===== config.mk =====
export PLATFORM = sky130hd
export DESIGN_NAME = css_subset_lexer
export DESIGN_NICKNAME = d
export VERILOG_FILES = /design/src/rtl/css_lex_pkg.sv /design/src/rtl/css_lex_core.sv /design/src/rtl/css_lex_outq.sv /design/src/rtl/css_subset_lexer.sv
export SDC_FILE = /design/constraint.sdc
export NUM_CORES = 1
export LEC_CHECK = 0
export BUFFER_PORTS_ARGS = -buffer_cell sky130_fd_sc_hd__buf_2
export CAP_MARGIN = 40
export CORE_ASPECT_RATIO = 0.75
export CORE_MARGIN = 3
export CORE_UTILIZATION = 30
export DETAILED_ROUTE_END_ITERATION = 6
export MAX_ROUTING_LAYER = met4
export SYNTH_ARGS = -nofsm -noshare
export SYNTH_HDL_FRONTEND = slang
export SYNTH_SLANG_ARGS = --single-unit

===== constraint.sdc =====
create_clock -name i_clk -period 5.3 [get_ports i_clk]
set_input_delay 1.06 -clock i_clk [delete_from_list [all_inputs] [get_ports i_clk]]
set_output_delay 1.06 -clock i_clk [all_outputs]
set_load 0.05 [all_outputs]

===== src/rtl/css_lex_pkg.sv =====
// Shared types and constants for the CSS subset lexer.
package css_lex_pkg;

    localparam logic [3:0] KIND_LBRACE = 4'd0;
    localparam logic [3:0] KIND_RBRACE = 4'd1;
    localparam logic [3:0] KIND_COLON  = 4'd2;
    localparam logic [3:0] KIND_SEMI   = 4'd3;
    localparam logic [3:0] KIND_DOT    = 4'd4;
    localparam logic [3:0] KIND_HASH   = 4'd5;
    localparam logic [3:0] KIND_IDENT  = 4'd6;
    localparam logic [3:0] KIND_NUMBER = 4'd7;
    localparam logic [3:0] KIND_END    = 4'd8;

    localparam int OQ_DEPTH = 4;
    localparam int OQ_AW    = $clog2(OQ_DEPTH);

    typedef struct packed {
        logic [7:0] char_byte;
        logic       end_marker;
    } t_in_item;

    typedef struct packed {
        logic [3:0]  token_kind;
        logic [15:0] token_offset;
        logic [15:0] token_length;
        logic        run_last;
    } t_out_item;

    typedef struct packed {
        logic [1:0] cnt;
        t_out_item  item0;
        t_out_item  item1;
    } t_lex_res;

endpackage


===== src/rtl/css_lex_core.sv =====
// Lexer state and per-byte classification; produces up to two tokens per byte.
module css_lex_core #(
    parameter int POS_BITS = 16
) (
    input  logic                  i_clk,
    input  logic                  i_rst_n,
    input  logic                  i_step,
    input  css_lex_pkg::t_in_item i_item,
    output css_lex_pkg::t_lex_res o_res
);

    typedef enum logic [1:0] {
        ST_IDLE   = 2'd0,
        ST_IDENT  = 2'd1,
        ST_NUMBER = 2'd2
    } t_mode;

    localparam int LW = (POS_BITS > 16) ? POS_BITS : 16;
    localparam logic [POS_BITS-1:0] POS_MAX = {POS_BITS{1'b1}};

    t_mode               r_mode, n_mode;
    logic                r_dot, n_dot;
    logic [POS_BITS-1:0] r_pos, n_pos;
    logic [POS_BITS-1:0] r_start, n_start;

    logic [7:0]          c;
    logic                is_letter, is_digit, ident_start, ident_cont;
    logic                open_id, open_num, consumed;
    logic                single_hit, have_close, have_single;
    logic [3:0]          single_kind;
    logic [POS_BITS-1:0] len_full;
    logic [LW-1:0]       len_ext, start_ext, pos_ext;
    logic [15:0]         len_sat;
    css_lex_pkg::t_out_item close_item, single_item;

    always_comb begin
        c           = i_item.char_byte;
        is_letter   = (c >= "a" && c <= "z") || (c >= "A" && c <= "Z");
        is_digit    = (c >= "0" && c <= "9");
        ident_start = is_letter || c == "_" || c == "-";
        ident_cont  = ident_start || is_digit;
        open_id     = (r_mode == ST_IDENT);
        open_num    = (r_mode == ST_NUMBER);

        len_full  = (r_pos >= r_start) ? r_pos - r_start : '0;
        len_ext   = LW'(len_full);
        start_ext = LW'(r_start);
        pos_ext   = LW'(r_pos);
        len_sat   = (len_ext > LW'(16'hFFFF)) ? 16'hFFFF : len_ext[15:0];

        close_item.token_kind   = open_id ? css_lex_pkg::KIND_IDENT : css_lex_pkg::KIND_NUMBER;
        close_item.token_offset = start_ext[15:0];
        close_item.token_length = len_sat;
        close_item.run_last     = 1'b0;

        single_hit  = 1'b1;
        single_kind = css_lex_pkg::KIND_LBRACE;
        unique case (c)
            "{":     single_kind = css_lex_pkg::KIND_LBRACE;
            "}":     single_kind = css_lex_pkg::KIND_RBRACE;
            ":":     single_kind = css_lex_pkg::KIND_COLON;
            ";":     single_kind = css_lex_pkg::KIND_SEMI;
            ".":     single_kind = css_lex_pkg::KIND_DOT;
            "#":     single_kind = css_lex_pkg::KIND_HASH;
            default: single_hit  = 1'b0;
        endcase

        single_item.token_kind   = single_kind;
        single_item.token_offset = pos_ext[15:0];
        single_item.token_length = 16'd1;
        single_item.run_last     = 1'b1;

        n_mode      = r_mode;
        n_dot       = r_dot;
        n_start     = r_start;
        n_pos       = (r_pos == POS_MAX) ? r_pos : r_pos + 1'b1;
        have_close  = 1'b0;
        have_single = 1'b0;
        consumed    = 1'b0;

        if (i_item.end_marker) begin
            have_close               = open_id || open_num;
            have_single              = 1'b1;
            single_item.token_kind   = css_lex_pkg::KIND_END;
            single_item.token_length = 16'd0;
            n_mode                   = ST_IDLE;
            n_dot                    = 1'b0;
            n_pos                    = '0;
            n_start                  = '0;
        end else begin
            consumed = (open_id && ident_cont) ||
                       (open_num && (is_digit || (c == "." && !r_dot)));
            if (consumed) begin
                if (open_num && c == ".") begin
                    n_dot = 1'b1;
                end
            end else begin
                have_close  = open_id || open_num;
                have_single = single_hit;
                n_dot       = 1'b0;
                if (ident_start) begin
                    n_mode  = ST_IDENT;
                    n_start = r_pos;
                end else if (is_digit) begin
                    n_mode  = ST_NUMBER;
                    n_start = r_pos;
                end else begin
                    n_mode = ST_IDLE;
                end
            end
        end

        o_res.cnt            = {1'b0, have_close} + {1'b0, have_single};
        o_res.item0          = have_close ? close_item : single_item;
        o_res.item0.run_last = !(have_close && have_single);
        o_res.item1          = single_item;
    end

    always_ff @(posedge i_clk) begin
        if (!i_rst_n) begin
            r_mode  <= ST_IDLE;
            r_dot   <= 1'b0;
            r_pos   <= '0;
            r_start <= '0;
        end else if (i_step) begin
            r_mode  <= n_mode;
            r_dot   <= n_dot;
            r_pos   <= n_pos;
            r_start <= n_start;
        end
    end

endmodule


===== src/rtl/css_lex_outq.sv =====
// Four-entry token queue that takes up to two tokens a cycle and releases one.
module css_lex_outq (
    input  logic                   i_clk,
    input  logic                   i_rst_n,
    input  css_lex_pkg::t_lex_res  i_res,
    input  logic                   i_wr,
    input  logic                   i_stall,
    output logic                   o_space,
    output logic                   o_valid,
    output css_lex_pkg::t_out_item o_item
);

    css_lex_pkg::t_out_item r_mem [css_lex_pkg::OQ_DEPTH];
    logic [css_lex_pkg::OQ_AW-1:0] r_wr_ptr, n_wr_ptr;
    logic [css_lex_pkg::OQ_AW-1:0] r_rd_ptr, n_rd_ptr;
    logic [css_lex_pkg::OQ_AW:0]   r_count, n_count;
    logic [css_lex_pkg::OQ_AW-1:0] wr_ptr1;
    logic [1:0]                    wr_cnt;
    logic                          pop;

    always_comb begin
        wr_cnt   = i_wr ? i_res.cnt : 2'd0;
        pop      = o_valid && !i_stall;
        wr_ptr1  = r_wr_ptr + 1'b1;
        n_wr_ptr = r_wr_ptr + css_lex_pkg::OQ_AW'(wr_cnt);
        n_rd_ptr = r_rd_ptr + css_lex_pkg::OQ_AW'(pop);
        n_count  = r_count + (css_lex_pkg::OQ_AW + 1)'(wr_cnt)
                           - (css_lex_pkg::OQ_AW + 1)'(pop);
    end

    assign o_space = r_count <= (css_lex_pkg::OQ_AW + 1)'(css_lex_pkg::OQ_DEPTH - 2);
    assign o_valid = r_count != '0;
    assign o_item  = r_mem[r_rd_ptr];

    always_ff @(posedge i_clk) begin
        if (!i_rst_n) begin
            r_wr_ptr <= '0;
            r_rd_ptr <= '0;
            r_count  <= '0;
        end else begin
            r_wr_ptr <= n_wr_ptr;
            r_rd_ptr <= n_rd_ptr;
            r_count  <= n_count;
        end
    end

    always_ff @(posedge i_clk) begin
        if (wr_cnt != 2'd0) begin
            r_mem[r_wr_ptr] <= i_res.item0;
        end
        if (wr_cnt == 2'd2) begin
            r_mem[wr_ptr1] <= i_res.item1;
        end
    end

endmodule


===== src/rtl/css_subset_lexer.sv =====
// Streaming CSS subset lexer: bytes in, tokens (kind, offset, length) out.
// One byte is taken per cycle into an input register unless o_stall holds it there, lexed
// from that register once the queue has space, and its zero, one or two tokens go into a
// four-entry queue that drives the output port. The output port moves one token per cycle
// while i_stall is low, so input runs at one byte per cycle while each byte yields at most
// one token; a byte that both closes a token and emits another needs two output slots, and
// the queue absorbs short bursts of those. No clearing pass after reset.
module css_subset_lexer #(
    parameter int POS_BITS = 16
) (
    input  logic                   i_clk,
    input  logic                   i_rst_n,
    input  logic                   i_valid,
    input  css_lex_pkg::t_in_item  i_item,
    output logic                   o_stall,
    output logic                   o_valid,
    output css_lex_pkg::t_out_item o_item,
    input  logic                   i_stall
);

    logic                  r_in_valid;
    css_lex_pkg::t_in_item r_in;
    css_lex_pkg::t_lex_res res;
    logic                  space;
    logic                  step;

    assign step    = r_in_valid && space;
    assign o_stall = r_in_valid && !space;

    always_ff @(posedge i_clk) begin
        if (!i_rst_n) begin
            r_in_valid <= 1'b0;
        end else if (!o_stall) begin
            r_in_valid <= i_valid;
        end
    end

    always_ff @(posedge i_clk) begin
        if (i_valid && !o_stall) begin
            r_in <= i_item;
        end
    end

    css_lex_core #(
        .POS_BITS(POS_BITS)
    ) u_core (
        .i_clk   (i_clk),
        .i_rst_n (i_rst_n),
        .i_step  (step),
        .i_item  (r_in),
        .o_res   (res)
    );

    css_lex_outq u_outq (
        .i_clk   (i_clk),
        .i_rst_n (i_rst_n),
        .i_res   (res),
        .i_wr    (step),
        .i_stall (i_stall),
        .o_space (space),
        .o_valid (o_valid),
        .o_item  (o_item)
    );

endmodule


## After elaboration in Yosys (flattened, before gate mapping)

Memory sizes are Yosys's and may differ from the RTL's. A register that Yosys moved wholly into a read port is not among the register bits.
Index checks and enable logic that the tools add are counted.
W data, S select, Z words.

| storage, ports and cells | value |
|---|---|
| bits in writable memories | 148 |
| flip-flop bits (word level) | 52 |
| input port bits | 13 |
| memories kept | 1 |
| bits in latches | 0 |
| bits in read-only memories | 0 |
| output and inout port bits | 39 |
| word-level logic and storage cells | 106 |

Memories:

| memory | depth | bits a word | rd ports | clocked after Yosys merged registers in | wr ports | line | text |
|---|---|---|---|---|---|---|---|
| u_outq.r_mem | 4 | 37 | 1 | 1 | 2 | css_lex_outq.sv:13 | `css_lex_pkg::t_out_item r_mem [css_lex_pkg::OQ_DEPTH];` |

| cells by class | value |
|---|---|
| bitwise operators | 0 |
| eq/ne operators | 15 |
| shift-type cells | 0 |
| multiplexer cells | 31 |
| magnitude comparators | 9 |
| multipliers | 0 |
| divide/modulo/power cells | 0 |
| $add $sub $neg | 8 |
| reduce and logical (&&, ||, !) cells | 32 |

Operator list:

| operator | number |
|---|---|
| $mux W16 | 8 |
| $eq A8 B6 Y1 const B | 5 |
| $mux W37 | 1 |
| $eq A8 B7 Y1 const B | 3 |
| $add A16 B1 Y16 const B | 1 |
| $eq A16 B16 Y1 const B | 1 |
| $ge A16 B16 Y1 | 1 |
| $ge A8 B7 Y1 const B | 2 |
| $gt A16 B16 Y1 const B | 1 |
| $le A8 B7 Y1 const B | 2 |
| $sub A16 B16 Y16 | 1 |
| $pmux W3 S5 | 1 |
| $mux W1 | 14 |
| $logic_and A1 B1 Y1 | 12 |
| $mux W2 | 6 |
| $ge A8 B6 Y1 const B | 1 |
| $le A8 B6 Y1 const B | 1 |
| $logic_or A1 B1 Y1 | 7 |
| $reduce_and A2 Y1 | 3 |
| $reduce_bool A3 Y1 | 2 |
| $reduce_or A6 Y1 | 1 |
| $logic_not A1 Y1 | 5 |
| $eq A2 B2 Y1 const B | 2 |
| $mux W4 | 1 |
| other kinds (12) | 13 |

## Logic depth before layout (Yosys ltp)

Gate-level depths: netlist (run 1).

| depth | value |
|---|---|
| depth after elaboration | 15 |
| depth in mapped cells | 16 |
| mapped depth without buffers | 14 |

## Cells and area by module

A second synthesis (run 1) with hierarchy kept.

| unflattened totals | value |
|---|---|
| cells, all modules | 796 |
| area, all modules | 11090.6 µm² |

By module, submodules not included:

| module | cells each | sequential area each (µm²) | times used | area each (µm²) |
|---|---|---|---|---|
| css_lex_outq | 412 | 4584.4 | 1 | 7744.9 |
| css_lex_core | 370 | 700.7 | 1 | 3021.6 |
| css_subset_lexer | 14 | 290.3 | 1 | 324.1 |

## Worst setup path after synthesis (run 1)

No wires, ideal clock.

| timing path | value |
|---|---|
| path kind | reg-to-reg |
| start | register r_in[5] (netlist name) |
| end | memory u_outq.r_mem[1][1] (netlist name), data pin |
| path slack | 1.587 ns |
| library setup time | 0.269 ns |
| arrival | 3.444 ns |
| stages on the path, launching flop included | 13 |
| path buffers | 1 |
| required time | 5.031 ns |
| period minus slack after synthesis | 3.713 ns |
| path through | edfxtp_1 -> nand2b_1 -> or4_1 -> a21oi_2 -> a211oi_2 -> buf_4 -> ha_1 -> o21ai_0 -> nor2_1 -> a21oi_1 -> inv_1 -> nand2_1 -> o22ai_1 |

RTL lines:

| item | line | text |
|---|---|---|
| from (decl) | css_subset_lexer.sv:22 | `css_lex_pkg::t_in_item r_in;` |
| from (signal assigned) | css_subset_lexer.sv:40 | `r_in <= i_item;` |
| to (decl) | css_lex_outq.sv:13 |  |

==> results of run 1 <==
power by group:
group          total [uW]  switching [uW]  leakage [uW]  internal, uW
Sequential           1700            41.5       0.00173          1660
Combinational         820             554       0.00180           266
Clock                1350             644      0.000301           706
Total                3870            1240       0.00383          2630
sequential cells by signal, indices dropped and copies added, names as in the netlist:
name / cells
u_core.r_mode: 2
r_in_valid: 1
u_outq.r_wr_ptr: 2
u_core.r_start: 16
r_in: 9
u_outq.r_count: 3
u_core.r_dot: 1
u_outq.r_rd_ptr: 2
u_outq.r_mem: 148
u_core.pos_ext: 16
final timing paths:
check | startpoint | end | slack [ps] | depth (start not counted)
setup reg to reg | r_in[5] | u_outq.r_mem[0][22] | 1080 | 12
hold / removal | u_core.r_start[6] | u_core.r_start[6] | 450 | 2
setup / recovery | r_in[5] | u_outq.r_mem[0][22] | 1080 | 12
hold reg to reg | u_core.r_start[6] | u_core.r_start[6] | 450 | 2
metrics by stage:
| step | hold WS [ps] | total power (uW) | setup slack, ps | util (%) |
|---|---|---|---|---|
| finish | 451 | 3870 | 1080 | 35.0 |
| global route | 468 | 4020 | 787 | 35.0 |
| CTS | 453 | 3910 | 1120 | 35.0 |
| detailed placement | 439 | 2570 | 1150 | 33.1 |
| global placement | 436 | 2560 | 1160 | 32.9 |
| floorplan | 420 | 2360 | 1590 | - |
routing by layer:
metal	vias to the layer above	part of all wire, %	wire (um)
met5	-	0	0
met4	0	0.88	232
met3	17	9.8	2590
met2	319	42	11100
met1	3541	48	12600
li1	3407	-	-
cells in the mapped netlist, types with 15 or more instances:
| cell type | instances | area share [%] |
|---|---|---|
| sky130_fd_sc_hd__mux4_2 | 37 | 8.6 |
| sky130_fd_sc_hd__xnor2_1 | 17 | 1.5 |
| sky130_fd_sc_hd__nor2_1 | 49 | 1.9 |
| sky130_fd_sc_hd__inv_1 | 38 | 1.5 |
| sky130_fd_sc_hd__edfxtp_1 | 93 | 29 |
| sky130_fd_sc_hd__a22o_1 | 45 | 4.1 |
| sky130_fd_sc_hd__xor2_1 | 15 | 1.4 |
| sky130_fd_sc_hd__o21ai_0 | 91 | 4.7 |
| sky130_fd_sc_hd__nand3_1 | 15 | 0.77 |
| sky130_fd_sc_hd__ha_1 | 25 | 3.2 |
| sky130_fd_sc_hd__nand2_1 | 135 | 5.2 |
| sky130_fd_sc_hd__buf_2 | 18 | 0.93 |
| sky130_fd_sc_hd__clkbuf_1 | 30 | 1.2 |
| sky130_fd_sc_hd__dfxtp_1 | 107 | 22 |
| sky130_fd_sc_hd__and2_1 | 19 | 1.2 |
| sky130_fd_sc_hd__a21oi_1 | 42 | 2.2 |
worst max-delay path, cell delays in order (launching register included):
cell and delay, ps:
sky130_fd_sc_hd__edfxtp_1 460, sky130_fd_sc_hd__nand2b_1 220, sky130_fd_sc_hd__or4_1 530, sky130_fd_sc_hd__a21oi_2 220, sky130_fd_sc_hd__a211oi_2 50, sky130_fd_sc_hd__buf_4 210
sky130_fd_sc_hd__ha_1 230, sky130_fd_sc_hd__nand3_1 290, sky130_fd_sc_hd__nor2_1 190, sky130_fd_sc_hd__nand3_1 190, sky130_fd_sc_hd__and2_1 660, sky130_fd_sc_hd__inv_1 360
sky130_fd_sc_hd__buf_4 330
area by class of cell:
class	count	area, um2	area share [%]
tap	435	544	4.92
timing repair buffer	69	434	3.92
multi-input combinational	620	4410	39.8
clock buffer	23	510	4.61
inverter	38	143	1.29
clock inverter	9	93.8	0.848
sequential	200	4940	44.6
cells in the final DEF (no fill, tap or decap), types with 5 or more instances in the layout:
master	netlist	routed
sky130_fd_sc_hd__inv_8	0	5
sky130_fd_sc_hd__nand2_1	135	135
sky130_fd_sc_hd__a21oi_1	42	42
sky130_fd_sc_hd__and2_1	19	19
sky130_fd_sc_hd__clkbuf_16	0	19
sky130_fd_sc_hd__ha_1	25	25
sky130_fd_sc_hd__or3_1	5	5
sky130_fd_sc_hd__a211oi_1	5	5
sky130_fd_sc_hd__o22ai_1	10	10
sky130_fd_sc_hd__a22o_1	45	45
sky130_fd_sc_hd__edfxtp_1	93	93
sky130_fd_sc_hd__buf_4	1	15
sky130_fd_sc_hd__dfxtp_1	107	105
sky130_fd_sc_hd__or3b_1	11	11
sky130_fd_sc_hd__xor2_1	15	15
sky130_fd_sc_hd__xnor2_1	17	17
sky130_fd_sc_hd__buf_2	18	51
sky130_fd_sc_hd__nor2b_1	11	11
sky130_fd_sc_hd__inv_1	38	38
sky130_fd_sc_hd__nand2b_1	11	11
sky130_fd_sc_hd__nand3_1	15	15
sky130_fd_sc_hd__nor3_1	7	7
sky130_fd_sc_hd__mux4_2	37	37
sky130_fd_sc_hd__o21ai_0	91	91
sky130_fd_sc_hd__nor2_1	49	49
cells by family (layout without fill, tap and decap cells):
logic type	count (synthesis)	after routing	share of synthesized area, %
adders and majority gates	27	27	3.63
muxes	37	37	8.57
AOI/OAI and AO/OA	240	240	16.5
buffers and inverters	93	139	3.94
and+or+nand+nor	284	284	13.7
DFF	200	200	50.7
xor gates and xnor gates	32	32	2.88
==> summary by stage, run 1 <==
Synthesis
The cell count after synthesis is 913. Counting every net in the synthesized netlist gives 953. The Yosys warning count is 0.

The post-synthesis instance area is 9730 um2. The count of flip-flops with a built-in enable after synthesis is 93. After synthesis, the netlist uses 63 different library cells.

The most used flip-flop cell after synthesis is sky130_fd_sc_hd__dfxtp_1. The fraction of registers with async set or reset after synthesis is 0%. Summing the sequential cell areas from Yosys gives 50.7% of the chip area. Synthesis inferred 200 register bits. The mean post-synth cell area is 10.7 um2.

Clock tree
In this run the deepest clock path goes through 2 buffers. The library cell used as clock root buffer is sky130_fd_sc_hd__clkbuf_16. Clock latency on the worst-skew pair, taken at its later pin, is 450 ps. The number of levels the H-tree was split into is 4. The clock transition at the registers of the reported paths is 70 ps. The number of buffers added by the clock tree synthesis step is 17. The number of buffers inserted by post-CTS setup repair is 0.

TritonCTS built the clock tree. The hold-fix buffer count after cts is 0. The post-cts sizing count is 0. The number of clock sinks is 200.

Route
The number of detailed-route iterations in the first pass is 5. The post-detailed-route wirelength per cell is 19.0 um. The detail route stage leaves a number of antenna-violating nets equal to 0. After detailed routing, the number of vias per cell comes to 5.23.

The detailed-route DRC error count is 0. The DRC violation total after the first TritonRoute iteration is 642. The final wirelength is 26.4 mm. Across all layers, the routed design uses 7284 vias.

Global route
The layer carrying the most global-route usage is met1. The initial antenna violation count is 0. The first-pass GRT wire length is 41.2 mm. Global routing used 15.8% of the available tracks. The global-route congestion overflow total is 0.

For met2 alone, demand over resource in global routing was 22.5%. The via count of the first global-routing pass is 6955. Entering global routing, the biggest net connects 37 pins. The routing usage on met1 is 22.9%.

The met3 usage is 3.46%.

Worst setup path
The largest driver fanout on the critical path is 18. The worst setup path is launched from a register. The critical path is of the reg -> reg type. The required arrival time at the worst endpoint is 5480 ps. The data arrival time of the worst path is 4410 ps. STA classifies the critical path endpoint as a register.

STA
The clock tree skew after final layout is 16.6 ps. In the final timing run, aggregate negative setup slack is 0 ps. The final worst-path cycle share is 79.7%. Setup violations remaining at the end of the flow were counted as 0. Setup repair after global routing left no endpoint under its margin. For the pin with the worst max-slew slack, the measured transition is 896 ps. The worst pin sits at a relative slew slack of 40.3%. The number of pins exceeding their max-slew limit in the final report came to 0. The fmax is 0.237 GHz. The time the final worst path needs with I/O delays and setup is 4220 ps. The count of final hold-check violations is 0.

Placement
The routability congestion estimate is 0.915. Input and output buffers added on the ports amount to 51. The count of placed standard cells including taps is 1362. The cell area after placement is 10500 um2.

The detailed placer's ending HPWL is 18.4 mm.

Cells and area
The fill cell total of the finished layout is 3152. The finished layout holds 1394 standard cells, fillers aside. The layout net count is 986. The layout-stage area growth over the synthesis result is 13.8%.

Once layout is done, the placed cells without fillers occupy 11100 um2. The antenna diode count is 0. The fraction of layout cells with a size suffix above 1 is 16.2%.

Floorplan
Measured along the y axis, the die boundary spans 162 um. The width of the die is 214 um. The effective utilization at floorplan is 30.8%. The total core area is 31600 um2. After floorplanning, the core was divided into 56 placement rows. The floorplan step defined a die boundary enclosing 34600 um2.

52 I/O pins were placed.

Pwr
The worst ir drop on vdd is 0.232 mV. In this run the static leakage power is 0.00383 uW. Dividing total power by cell area gives a power density of 349 nW/um2.

Status
The flow ran to the end, and the final reports show no timing, DRC or antenna violations.

Flow run
Across the run, the number of max-cap violations was 0.

Min path
The path class of the tightest hold or removal check is reg -> reg.
Note: power is estimated with default switching activity, not from simulation.
==> run 2, diff against run 1 <==
==> constraint.sdc (replaced) <==
create_clock -name i_clk -period 3.9 [get_ports i_clk]
set_input_delay 0.78 -clock i_clk [delete_from_list [all_inputs] [get_ports i_clk]]
set_output_delay 0.78 -clock i_clk [all_outputs]
set_load 0.05 [all_outputs]
==> summary by stage, run 2 (synthesis results as in run 1) <==
Floorplan
The die covers 34600 um2. The die is 214 um wide. 52 I/O pins were placed. Measured along the y axis, the die boundary spans 162 um. The core region is 31600 um2. Once the floorplan was initialized, standard cells occupied 30.8% of the core. The number of placement rows is 56.

Worst setup path
In this design, the critical path's most frequently occurring cell is sky130_fd_sc_hd__nor2_1. In this design, the stage delay of the slowest critical-path cell is 550 ps. Walking the worst path, the cells encountered are nand2b_1 > or4_1 > a21oi_2 > a211oi_2 > ha_1 > o21ai_0 > nor2_1 > nor2_1 > inv_1 > buf_4. The library cell contributing the largest single delay on the critical path is sky130_fd_sc_hd__or4_1.

In this run the critical register-to-register path is captured at u_outq.r_mem[3][22]. The startpoint identified for the worst register-to-register timing path is r_in[5]. Along the worst path, the maximum fanout reaches 20. The worst setup path is of the reg -> reg kind.

Data arrives at the worst endpoint at 3520 ps. The required arrival time at the worst endpoint is 4030 ps. The worst register-to-register path has a depth of 10.

The worst setup path is captured at a register. STA classifies the critical path startpoint as a register. The reg-to-reg setup timing slack is 510 ps.

Cells and area
Leaving out fill and tap cells, the most frequent cell in the layout is sky130_fd_sc_hd__nand2_1. The non-filler instance count after layout is 1410. From synthesis to final layout, the design area changed by 15.5%. The register with the most flip-flops is u_outq.r_mem. In the final layout, the share of cells above drive strength 1 is 17.5%. The repair_antennas step left the layout with diodes totalling 0. The layout net count is 1003.

In the layout the commonest cells are 135 x sky130_fd_sc_hd__nand2_1, 105 x sky130_fd_sc_hd__dfxtp_1, 93 x sky130_fd_sc_hd__edfxtp_1. The register with the most flip-flops in the layout has 148 of them.

STA
The number of pins exceeding their max-slew limit in the final report is 0. The count of final hold-check violations is 0. Setup violations remaining at the end of the flow were counted as 0. The fmax is 0.295 GHz. The clock tree skew after final layout is 18.8 ps. The clock period could shrink to 3390 ps.

In the post-route analysis, the smallest setup slack over all paths is 508 ps. Setup repair after global routing left no endpoint under its margin. The worst pin sits at a relative slew slack of 52.5%. The total negative setup slack is 0 ps. The final hold slack is 450 ps. The pin slew with the least headroom to its limit is 705 ps. The final worst-path cycle share is 87.0%.

Pwr
For this design the ratio of total power to cell area is 471 nW/um2. The net switching power is 1630 uW. The clock network accounts for 34.7% of the total power. The switching share of total power is 30.8%.

The part of the total power dissipated in sequential elements is 44.2%. The sum of internal, switching and leakage power is 5290 uW. The analysis attributes to cell leakage a power of 0.00396 uW. The worst ir drop on vdd is 0.391 mV. Of the total power, combinational logic draws 21.0%. The internal power of the cells is 3660 uW.

Route
The number of detailed-route iterations in the first pass is 5. Using the TritonRoute via totals, the vias-per-cell ratio works out to 5.17. The post-detailed-route wirelength per cell is 18.8 um.

The DRC violation total after the first TritonRoute iteration is 588. In this run the remaining antenna-violating nets after routing total 0. After detailed routing, the number of remaining DRC violations is 0. The routed design has 26.5 mm of wire. The final route contains 7287 vias.

Clock tree
After clock tree synthesis, the flow added hold-fix buffers numbering 0. The clock transition at the registers of the reported paths is 70 ps. For the worst-skew pair, the clock arrives at the later sink with an insertion delay of 460 ps. The maximum number of buffers from clock root to sink is 2. The library cell used as clock root buffer is sky130_fd_sc_hd__clkbuf_16.

CTS saw 200 sinks. TritonCTS created 17 clock buffers. The H-tree was split into 4 levels. TritonCTS built the clock tree. The post-cts sizing count is 0.

Post-CTS timing repair inserted 0 buffers for setup.

Placement
The detailed placer's ending HPWL is 18.5 mm. Before CTS, the worst setup slack after placement is 547 ps. The congestion estimate from routability-driven global placement came to 0.883. During placement, the flow inserted port buffers numbering 51.

The number of placed instances, taps included, is 1379.

Min path
The endpoint of the worst hold path is u_core.r_start[14]. The worst hold path was traced through 2 stages. The hold path startpoint is u_core.r_start[14]. The tightest min-delay check is of the reg -> reg type.

Global route
The first global-routing pass estimated 41.7 mm of wire. The maximum number of pins on one net before global-route repair is 27. Summed over all layers, the global routing overflow is 0.

The via count of the first global-routing pass is 7023. The initial antenna violation count came to 0. The overall fraction of global-route tracks in use is 16.1%.

Flow run
The tool flagged a number of max-cap violations equal to 0.

Status
The run finished with clean final reports.
-- run 2: changes by cell type in the layout (fill, tap and decap cells not counted), sizes merged --
cell | before | now
buf | 69 | 86
inv | 46 | 41
clkbuf | 23 | 26
clkinv | 1 | 2
-- run 2: layer usage --
| layer | wire (um) | vias up | global-route usage, % |
|---|---|---|---|
| met5 | 0 | - | - |
| met4 | 335 | 0 | 4.41 |
| met3 | 2130 | 30 | 3.68 |
| met2 | 11100 | 274 | 21.9 |
| met1 | 12900 | 3541 | 23.6 |
| li1 | - | 3442 | - |
-- run 2: worst max path at each step --
| stage | cells past startpoint | start | to |
|---|---|---|---|
| after floorplan | 12 | r_in[5] | u_outq.r_mem[1][1] |
| after global placement | 12 | u_core.pos_ext[0] | u_outq.r_mem[1][5] |
| after detailed placement | 10 | r_in[5] | u_outq.r_mem[2][7] |
| after CTS | 10 | r_in[5] | u_outq.r_mem[2][7] |
| after global routing | 12 | u_core.pos_ext[0] | u_outq.r_mem[1][12] |
| final | 10 | r_in[5] | u_outq.r_mem[3][22] |
-- run 2: power by group through the flow --
| stage | clock, uW | combinational [uW] | sequential (uW) |
|---|---|---|---|
| floorplan | 0 | 881 | 2320 |
| global placement | 0 | 1120 | 2390 |
| detailed placement | 0 | 1130 | 2390 |
| CTS | 1890 | 1130 | 2340 |
| global route | 1960 | 1190 | 2360 |
| finish | 1840 | 1110 | 2340 |
-- run 2: stage by stage --
step	instance area, um2	utilization (%)
after CTS	11200	35.6
after floorplan	9730	-
after global placement	10600	33.5
after detailed placement	10600	33.6
after global routing	11200	35.6
final	11200	35.6
-- run 2: critical path: cells and delay by family (launching register included) --
kind / cells / cell delay (ps)
AOI/OAI and AO/OA: 3 / 490
adders and majority gates: 1 / 370
and+or+nand+nor: 4 / 1310
DFF: 1 / 430
buffers and inverters: 2 / 450
-- run 2: area by class of cell --
cell class / count / area [um2]
clock buffer: 26 / 574
tap: 435 / 544
fill: 3176 / 20400
inverter: 38 / 143
multi-input combinational: 620 / 4410
timing repair buffer: 86 / 588
clock inverter: 5 / 42.5
sequential: 200 / 4940
